[src/mqsb_pkg.sv]
package mqsb_pkg;

	localparam int unsigned ENTRIES_DEF = 1024;
	localparam int unsigned QUEUES_DEF  = 8;
	localparam int unsigned QSEL_W      = 3;
	localparam int unsigned DATA_W      = 32;

	typedef enum logic {
		OP_ENQ = 1'b0,
		OP_DEQ = 1'b1
	} opcode_t;

	typedef enum logic [1:0] {
		STAT_OK    = 2'd0,
		STAT_FULL  = 2'd1,
		STAT_EMPTY = 2'd2
	} status_t;

	// read_data of a refused dequeue
	localparam logic signed [DATA_W-1:0] DATA_NONE = '1;

	typedef struct packed {
		opcode_t                  opcode;
		logic [QSEL_W-1:0]        queue_select;
		logic signed [DATA_W-1:0] write_data;
	} in_t;

	typedef struct packed {
		logic signed [DATA_W-1:0] read_data;
		status_t                  status;
	} out_t;

	// controls from the sequencer to the entry store
	typedef struct packed {
		logic rd_en;
		logic link_we;
		logic data_we;
		logic alloc;
	} mem_ctl_t;

endpackage

[src/mqsb_ctrl.sv]
module mqsb_ctrl #(
	parameter int unsigned ENTRIES = mqsb_pkg::ENTRIES_DEF,
	parameter int unsigned QUEUES  = mqsb_pkg::QUEUES_DEF,
	localparam int unsigned LW = $clog2(ENTRIES),
	localparam int unsigned CW = $clog2(ENTRIES + 1)
) (
	input  logic                                  clk,
	input  logic                                  arst_n,
	input  logic                                  in_valid,
	output logic                                  in_ready,
	input  mqsb_pkg::in_t                         in_data,
	output logic                                  out_valid,
	input  logic                                  out_ready,
	output mqsb_pkg::out_t                        out_data,
	output mqsb_pkg::mem_ctl_t                    ctl,
	output logic [LW-1:0]                         rd_addr,
	output logic [LW-1:0]                         link_waddr,
	output logic [LW-1:0]                         link_wdata,
	output logic [LW-1:0]                         data_waddr,
	output logic signed [mqsb_pkg::DATA_W-1:0]    data_wdata,
	output logic [LW-1:0]                         alloc_idx,
	input  logic [LW-1:0]                         link_rdata,
	input  logic signed [mqsb_pkg::DATA_W-1:0]    data_rdata
);
	import mqsb_pkg::*;

	// only queues that queue_select can reach get storage
	localparam int unsigned QSEL_N = 1 << QSEL_W;
	localparam int unsigned QSTORE = (QUEUES < QSEL_N) ? QUEUES : QSEL_N;
	localparam int unsigned QIW    = (QSTORE > 1) ? $clog2(QSTORE) : 1;

	typedef enum logic [1:0] {
		S_IDLE  = 2'b01,
		S_WRITE = 2'b10
	} state_t;

	state_t                    state_q;
	logic                      out_valid_q;
	out_t                      out_q;
	logic [LW-1:0]             head_q [QSTORE];
	logic [LW-1:0]             tail_q [QSTORE];
	logic [CW-1:0]             cnt_q  [QSTORE];
	logic [LW-1:0]             free_head_q;
	logic [CW-1:0]             free_cnt_q;
	opcode_t                   op_q;
	logic [QIW-1:0]            qi_q;
	logic signed [DATA_W-1:0]  wdata_q;
	logic [LW-1:0]             idx_q;
	logic                      refused_q;

	logic                      accept;
	logic                      fire;
	logic [QIW-1:0]            in_qi;
	logic                      in_oor;
	logic                      in_refused;
	logic [LW-1:0]             link_next;

	assign in_ready = (state_q == S_IDLE);
	assign accept   = in_valid && in_ready;
	assign fire     = (state_q == S_WRITE) && (!out_valid_q || out_ready);

	assign in_qi  = in_data.queue_select[QIW-1:0];
	assign in_oor = (9'(in_data.queue_select) >= 9'(QUEUES));

	always_comb begin
		if (in_data.opcode == OP_ENQ) begin
			in_refused = in_oor || (free_cnt_q == '0);
			rd_addr    = free_head_q;
		end else begin
			in_refused = in_oor || (cnt_q[in_qi] == '0);
			rd_addr    = head_q[in_qi];
		end
	end

	// links read back are clamped into the store
	assign link_next = (CW'(link_rdata) < CW'(ENTRIES)) ? link_rdata : '0;

	always_comb begin
		ctl.rd_en   = accept;
		ctl.data_we = fire && !refused_q && (op_q == OP_ENQ);
		ctl.alloc   = ctl.data_we;
		ctl.link_we = fire && !refused_q
			&& ((op_q == OP_DEQ) || (cnt_q[qi_q] != '0));
		if (op_q == OP_ENQ) begin
			link_waddr = tail_q[qi_q];
			link_wdata = idx_q;
		end else begin
			link_waddr = idx_q;
			link_wdata = free_head_q;
		end
	end

	assign data_waddr = idx_q;
	assign data_wdata = wdata_q;
	assign alloc_idx  = idx_q;

	always_ff @(posedge clk) begin
		if (accept) begin
			op_q      <= in_data.opcode;
			qi_q      <= in_qi;
			wdata_q   <= in_data.write_data;
			idx_q     <= rd_addr;
			refused_q <= in_refused;
		end
	end

	always_ff @(posedge clk) begin
		if (fire) begin
			unique case ({op_q == OP_DEQ, refused_q})
				2'b00: begin
					out_q.read_data <= '0;
					out_q.status    <= STAT_OK;
				end
				2'b01: begin
					out_q.read_data <= '0;
					out_q.status    <= STAT_FULL;
				end
				2'b10: begin
					out_q.read_data <= data_rdata;
					out_q.status    <= STAT_OK;
				end
				default: begin
					out_q.read_data <= DATA_NONE;
					out_q.status    <= STAT_EMPTY;
				end
			endcase
		end
	end

	always_ff @(posedge clk or negedge arst_n) begin
		if (!arst_n) begin
			state_q     <= S_IDLE;
			out_valid_q <= 1'b0;
			free_head_q <= '0;
			free_cnt_q  <= CW'(ENTRIES);
			for (int i = 0; i < QSTORE; i++) begin
				head_q[i] <= '0;
				tail_q[i] <= '0;
				cnt_q[i]  <= '0;
			end
		end else begin
			if (fire) begin
				out_valid_q <= 1'b1;
			end else if (out_ready) begin
				out_valid_q <= 1'b0;
			end

			unique case (state_q)
				S_IDLE: begin
					if (accept) begin
						state_q <= S_WRITE;
					end
				end
				S_WRITE: begin
					if (fire) begin
						state_q <= S_IDLE;
					end
				end
				default: begin
					state_q <= S_IDLE;
				end
			endcase

			if (fire && !refused_q) begin
				if (op_q == OP_ENQ) begin
					free_head_q <= link_next;
					free_cnt_q  <= free_cnt_q - CW'(1);
					if (cnt_q[qi_q] == '0) begin
						head_q[qi_q] <= idx_q;
					end
					tail_q[qi_q] <= idx_q;
					cnt_q[qi_q]  <= cnt_q[qi_q] + CW'(1);
				end else begin
					head_q[qi_q] <= link_next;
					cnt_q[qi_q]  <= cnt_q[qi_q] - CW'(1);
					free_head_q  <= idx_q;
					free_cnt_q   <= free_cnt_q + CW'(1);
				end
			end
		end
	end

	assign out_valid = out_valid_q;
	assign out_data  = out_q;

	a_refused_no_write: assert property (@(posedge clk) disable iff (!arst_n)
		(fire && refused_q) |-> (!ctl.link_we && !ctl.data_we))
		else $error("refused item wrote the store");

	a_accept_to_write: assert property (@(posedge clk) disable iff (!arst_n)
		accept |=> (state_q == S_WRITE))
		else $error("accepted item did not reach the write step");

	a_fire_gives_result: assert property (@(posedge clk) disable iff (!arst_n)
		fire |=> out_valid_q)
		else $error("finished item produced no result");

	a_free_bound: assert property (@(posedge clk) disable iff (!arst_n)
		free_cnt_q <= CW'(ENTRIES))
		else $error("free count exceeds store size");

endmodule

[config.mk]
export PLATFORM = sky130hd
export DESIGN_NAME = mqsb_ctrl
export DESIGN_NICKNAME = d
export VERILOG_FILES = /design/src/mqsb_pkg.sv /design/src/mqsb_ctrl.sv
export SDC_FILE = /design/constraint.sdc
export NUM_CORES = 1
export LEC_CHECK = 0
export ABC_CLOCK_PERIOD_IN_PS = 3810
export CAP_MARGIN = 20
export CORE_AREA = 2 2 220 222
export DETAILED_ROUTE_END_ITERATION = 16
export DIE_AREA = 0 0 222 224
export DONT_BUFFER_PORTS = 1
export SETUP_SLACK_MARGIN = 0.3
export SYNTH_ARGS = -nofsm -noshare
export SYNTH_HDL_FRONTEND = slang
export SYNTH_SLANG_ARGS = --single-unit
export TNS_END_PERCENT = 100
[constraint.sdc]
create_clock -name clk -period 3.81 [get_ports clk]
set_input_delay 0.762 -clock clk [delete_from_list [all_inputs] [get_ports clk]]
set_output_delay 0.762 -clock clk [all_outputs]
set_load 0.01 [all_outputs]
==> results.cfg, run 1 <==
[sta]
whs_ns = -0.132
finalCritPeriodShare_pct = 99.8
max_freq_mhz = 263
finalHoldViolCount = 270
drv_slew = 0
finalSetupViolCount = 0
min_period_ns = 3.80
rsz0062_at_grt = true
clock_skew_ns = 0.0283
relSlewSlack_pct = 33.7
worstMarginPinSlew_ns = 0.993

[floorplanning]
die_h_um = 224
fp.coreArea_um2 = 47300
start_util_pct = 34.5
dieArea_um2 = 49700
rows = 80
num_io_pins = 204
die_w_um = 222

[finish]
final_cell_area_um2 = 18500
fin_nets = 1469
drive_gt1_share_pct = 19.7
instances_no_fill = 2021
area_growth_pct = 13.3
antennaDiodeCount = 0

[synth]
syn_nets = 1462
synth_ff_type = dfrtp_1
syn_inst = 1368
syn-cell-area_um2 = 16400
yosysWarnings = 0
yosysUniqueCellTypes = 67
ys_seq_area_share_pct = 56.5
ys_seq_elements = 353
syn_avg_cell_area_um2 = 12.0
synth_edf_count = 81
synthArstFlopShare_pct = 77.1

[global_route]
grt-ovfl-total = 0
grt_pass1_wl_mm = 66.6
met2_usage_pct = 28.2
track_usage_pct = 17.2
grt_start_max_net_pins = 273
grt_pass1_vias = 11000
antenna_found_initial = 0
top_usage_layer = met2
grt_use_met3_pct = 4.07
grt_use_met1_pct = 23.1

[run]
drv_cap = 0

[setup_path]
arrival_ns = 3.04
worstSetupPathType = reg -> out
cp-start-kind = flip-flop
endpoint_kind = output port
cp_max_fo = 4
worst-endpoint-required_ns = 3.05

[run_status]
status = complete, but fails checks
violations = hold timing

[clock_network]
root_buffer = clkbuf_16
clock_sinks = 353
max-clock-path-buffers = 3
clk_latency_ns = 0.59
cts_tree = built
cts_buffers = 41
cts_max_level = 2
clk_pin_slew_ns = 0.06

[power]
power.density_nw_per_um2 = 572
p_leak_nw = 8.08
ir_drop_uv = 385

[placed_design]
place.gp.congestion = 0.890
port_buffers = 0
place_area_um2 = 17100
place_inst = 1940
post-dp-hpwl_mm = 28.7

[drt]
vias = 10900
antenna_left = 0
wl_mm = 42.9
drtPass1Iterations = 5
drc = 0
vias_per_cell = 5.38
routedWlPerCell_um = 21.2
drtIter0Drc = 769

[worst_hold_path]
worstHoldPathType = in -> async
==> repair_timing <==
item / 4_1_cts / 5_1_grt
hold endpoints to repair: 270 / 270
resized for setup: 17 / 7
buffers inserted: 7 / 0
endpoints found under the setup margin: 17 / 18
pin swaps: 3 / 0
==> Yosys cell counts (all sizes together), types with 8 or more instances <==
master / number / area, um2
nor3: 19 / 95.1
nand2: 197 / 749
a221oi: 9 / 78.8
a21oi: 36 / 180
a31oi: 17 / 106
mux4: 44 / 991
clkbuf: 52 / 203
a22oi: 8 / 60.1
nor2b: 12 / 75.1
xnor2: 15 / 131
inv: 15 / 56.3
mux2: 154 / 1730
edfxtp: 81 / 2430
nor2: 128 / 483
mux2i: 40 / 425
ha: 11 / 138
o21ai: 119 / 596
buf: 40 / 240
nand3: 11 / 97.6
dfrtp: 270 / 6760
nor4: 15 / 93.8
==> path summary, 6_finish.rpt <==
path	endpoint	start	slack, ns	cells after the start
worst min register to register	tail_q[11]	tail_q[11]	0.48	2
min in group clk	data_wdata[2]	in_data[2]	0.29	0
worst max register to register	head_q[37]	qi_q[0]	0.43	11
max in group asynchronous	cnt_q[45]	arst_n	3.56	0
worst max-delay path	ctl[2]	qi_q[0]	0.006	9
worst min-delay path	tail_q[59]	arst_n	-0.13	0
==> metrics by stage <==
stage | TNS, ns | worst slack (ns) | util [%] | power (mW) | hold WS [ns]
finish | 0 | 0.00617 | 39.1 | 10.6 | -0.132
global route | -0.0786 | -0.0786 | 39.1 | 11.1 | -0.154
CTS | 0 | 0.0282 | 39.1 | 10.7 | -0.147
detailed placement | 0 | 0.277 | 36.1 | 6.80 | 0.475
global placement | 0 | 0.322 | 36.1 | 6.73 | 0.465
floorplan | 0 | 0.471 | - | 6.23 | 0.444
==> layout by cell type (no fill, tap or decap), types with 4 or more instances in the layout <==
cell type	instances
or3_1	5
edfxtp_1	81
nor2b_1	11
clkbuf_1	12
nor2_1	121
a31oi_1	17
xnor2_1	15
nor3_1	18
a22oi_1	8
a221oi_1	9
o21ai_0	72
o21ai_1	46
buf_4	51
nor4_1	14
a22o_1	4
nand3_1	7
and2_1	5
nand4_1	6
nor2_2	5
mux2_1	70
mux2i_1	37
dfrtp_1	270
mux4_2	44
a21oi_1	34
inv_1	13
ha_1	10
mux2_2	84
clkinv_2	9
nand2b_1	6
clkbuf_16	41
xor2_1	5
nand2_1	195
==> where the power goes <==
group          switching [mW]  total [mW]  internal, mW  leakage, nW
Clock                    1.63        3.82          2.19        0.631
Combinational            1.07        1.91         0.840         3.01
Sequential              0.443        4.87          4.42         4.44
==> worst max-delay path, cell delays in order, from the launching register on <==
cell,delay (ns)
edfxtp_1,0.50
mux4_2,0.55
nor2_2,0.11
or2_1,0.13
ha_2,0.18
inv_1,0.04
nor4_1,0.25
or4b_4,0.52
nor2_4,0.11
nor2_2,0.07
==> final cells by class <==
class / count / area, um2
fillers: 4513 / 28800
multi-input cells: 908 / 6690
inverters: 15 / 56.3
clock inverters: 19 / 206
repair buffers: 56 / 469
well taps: 615 / 769
clock buffers: 55 / 1100
flip-flops and latches: 353 / 9240
==> logic make-up (layout without fill, tap and decap cells) <==
logic type / count (synthesis) / in the layout / synth area share, %
adder cells (fa/ha/maj): 12 / 12 / 0.964
multiplexers: 238 / 238 / 19.3
AND/OR/NAND/NOR: 422 / 422 / 11.5
XOR/XNOR: 20 / 20 / 1.07
flip-flops: 353 / 353 / 56.5
AO/OA/AOI/OAI: 216 / 216 / 7.69
buffers and inverters: 107 / 145 / 3.05
==> metal layers <==
metal	share of wire, %	wire length, um
met1	45	19200
met2	47	20100
met3	6.7	2870
met5	0	0
met4	1.8	792
==> sequential cells by signal (all words and copies together) (netlist names) <==
name	cells
free_cnt_q	11
out_data	34
qi_q	3
head_q	80
tail_q	80
out_valid	1
cnt_q	88
state_q	2
op_q	1
refused_q	1
data_wdata	32
free_head_q	10
alloc_idx	10
Power figures use the tool's default switching activity.
==> inputs of run 2 (changes only) <==
Settings changed: CTS_BUF_LIST set to sky130_fd_sc_hd__clkbuf_4 sky130_fd_sc_hd__clkbuf_8 sky130_fd_sc_hd__clkbuf_16.
==> results.cfg, run 2 (synthesis gave the netlist of run 1 again) <==
[finish]
top_register = cnt_q
fin_nets = 1469
final_cell_area_um2 = 18600
drive_gt1_share_pct = 20.6
reg_top3 = cnt_q: 88 flops, head_q: 80 flops, tail_q: 80 flops
area_growth_pct = 13.5
final_cell_mix = 270 x dfrtp_1, 195 x nand2_1, 121 x nor2_1
antennaDiodeCount = 0
largest_reg_flops = 88
final_common_cell = dfrtp_1

[run_status]
violations = hold timing
status = complete, but fails checks

[drt]
dr_wl_met2_mm = 20.1
met1_length_mm = 19.2
wl_mm = 42.8
highest_layer = met4
vias = 10900
drtPass1Iterations = 5
routedWlPerCell_um = 21.2
drtIter0Drc = 775
drc = 0
vias_per_cell = 5.38
route.met3.wl_mm = 2.73
antenna_left = 0

[global_route]
grt_pass1_wl_mm = 66.6
grt_start_max_net_pins = 273
track_usage_pct = 17.2
grt-ovfl-total = 0
grt_pass1_vias = 11000
antenna_found_initial = 0

[floorplanning]
fp.coreArea_um2 = 47300
start_util_pct = 34.5
dieArea_um2 = 49700
die_h_um = 224
rows = 80
num_io_pins = 204
die_w_um = 222

[power]
ir_drop_uv = 355
p_int_mw = 7.54
p_switching_mw = 3.14
p_leak_nw = 8.12
swShare_pct = 29.4
finalPower_mw = 10.7
clkPwrFrac_pct = 36.6
p_seq_share_pct = 45.5
power.density_nw_per_um2 = 575
combPwrFrac_pct = 17.9

[setup_path]
worst_r2r_path_depth = 11
arrival_ns = 3.04
worstSetupPathType = reg -> out
regToRegSetupSlack_ns = 0.43
worst-endpoint-required_ns = 3.05
r2r-start = qi_q[0]
rr_endpoint = head_q[37]
cp_max_fo = 4
cp-start-kind = flip-flop
endpoint_kind = output port

[clock_network]
clock_sinks = 353
root_buffer = clkbuf_16
cts_tree = built
clk_latency_ns = 0.59
max-clock-path-buffers = 3
clk_pin_slew_ns = 0.06
cts_buffers = 41
cts_max_level = 2

[sta]
drv_slew = 0
min_period_ns = 3.80
worstMarginPinSlew_ns = 0.989
finalSetupViolCount = 0
whs_ns = -0.131
clock_skew_ns = 0.0299
finalCritPeriodShare_pct = 99.7
rsz0062_at_grt = true
max_freq_mhz = 263
finalHoldViolCount = 270
relSlewSlack_pct = 33.9
setup_ws_ns = 0.0103

[placed_design]
place_area_um2 = 17100
place.gp.congestion = 0.890
post-dp-hpwl_mm = 28.7
port_buffers = 0
place_ws_ns = 0.277

[run]
drv_cap = 0

[worst_hold_path]
worstHoldPathType = in -> async
-- run 2: stage by stage --
step	utilization, %	instances	TNS (ns)
finish	39.2	2021	0
global route	39.2	2021	-0.0786
CTS	39.2	2021	0
global placement	36.1	1940	0
floorplan	-	1368	0
detailed placement	36.1	1940	0
-- run 2: worst max-delay path by stage --
| stage | start | endpoint | slack [ns] | cells after the start |
|---|---|---|---|---|
| 6_report | qi_q[0] | ctl[2] | 0.01 | 9 |
| 5_1_grt | qi_q[0] | ctl[2] | -0.08 | 8 |
| 4_1_cts | qi_q[0] | ctl[2] | 0.03 | 8 |
| 3_5_place_dp | qi_q[1] | head_q[21] | 0.28 | 8 |
| 3_3_place_gp | qi_q[1] | ctl[2] | 0.32 | 9 |
| 2_1_floorplan | qi_q[0] | ctl[2] | 0.47 | 12 |
-- run 2: critical path, stage by stage (launching register included) --
cell      delay, ns
edfxtp_1       0.50
mux4_2         0.55
nor2_2         0.11
or2_1          0.14
ha_2           0.18
inv_1          0.04
nor4_1         0.25
or4b_4         0.52
nor2_4         0.11
nor2_2         0.07
-- run 2: power by group through the flow --
stage	Clock [mW]	Sequential (mW)	Combinational (mW)
after floorplan	0	4.75	1.47
after global placement	0	4.91	1.81
after detailed placement	0	4.93	1.87
after CTS	4.01	4.86	1.92
after global routing	4.15	4.93	2.13
final	3.91	4.86	1.91
-- run 2: area by class of cell --
type / count / area [um2]
clock buffers: 55 / 1140
clock inverters: 19 / 206
fillers: 4510 / 28800
inverters: 15 / 56.3
multi-input cells: 908 / 6690
flip-flops and latches: 353 / 9240
well taps: 615 / 769
repair buffers: 56 / 469
-- run 2: timing repair --
action / in CTS / in global routing
endpoints found under the hold margin: 270 / 270
endpoints found under the setup margin: 16 / 18
pin swaps: 3 / 0
cloned: 0 / 0
setup buffers: 7 / 0
gates resized for setup: 17 / 7
-- run 2: per-layer routing --
metal | track usage, % | vias up
met5 | 0 | -
met4 | 4.08 | 0
met3 | 4.05 | 59
met2 | 28.2 | 355
met1 | 23.1 | 5507
li1 | - | 4942
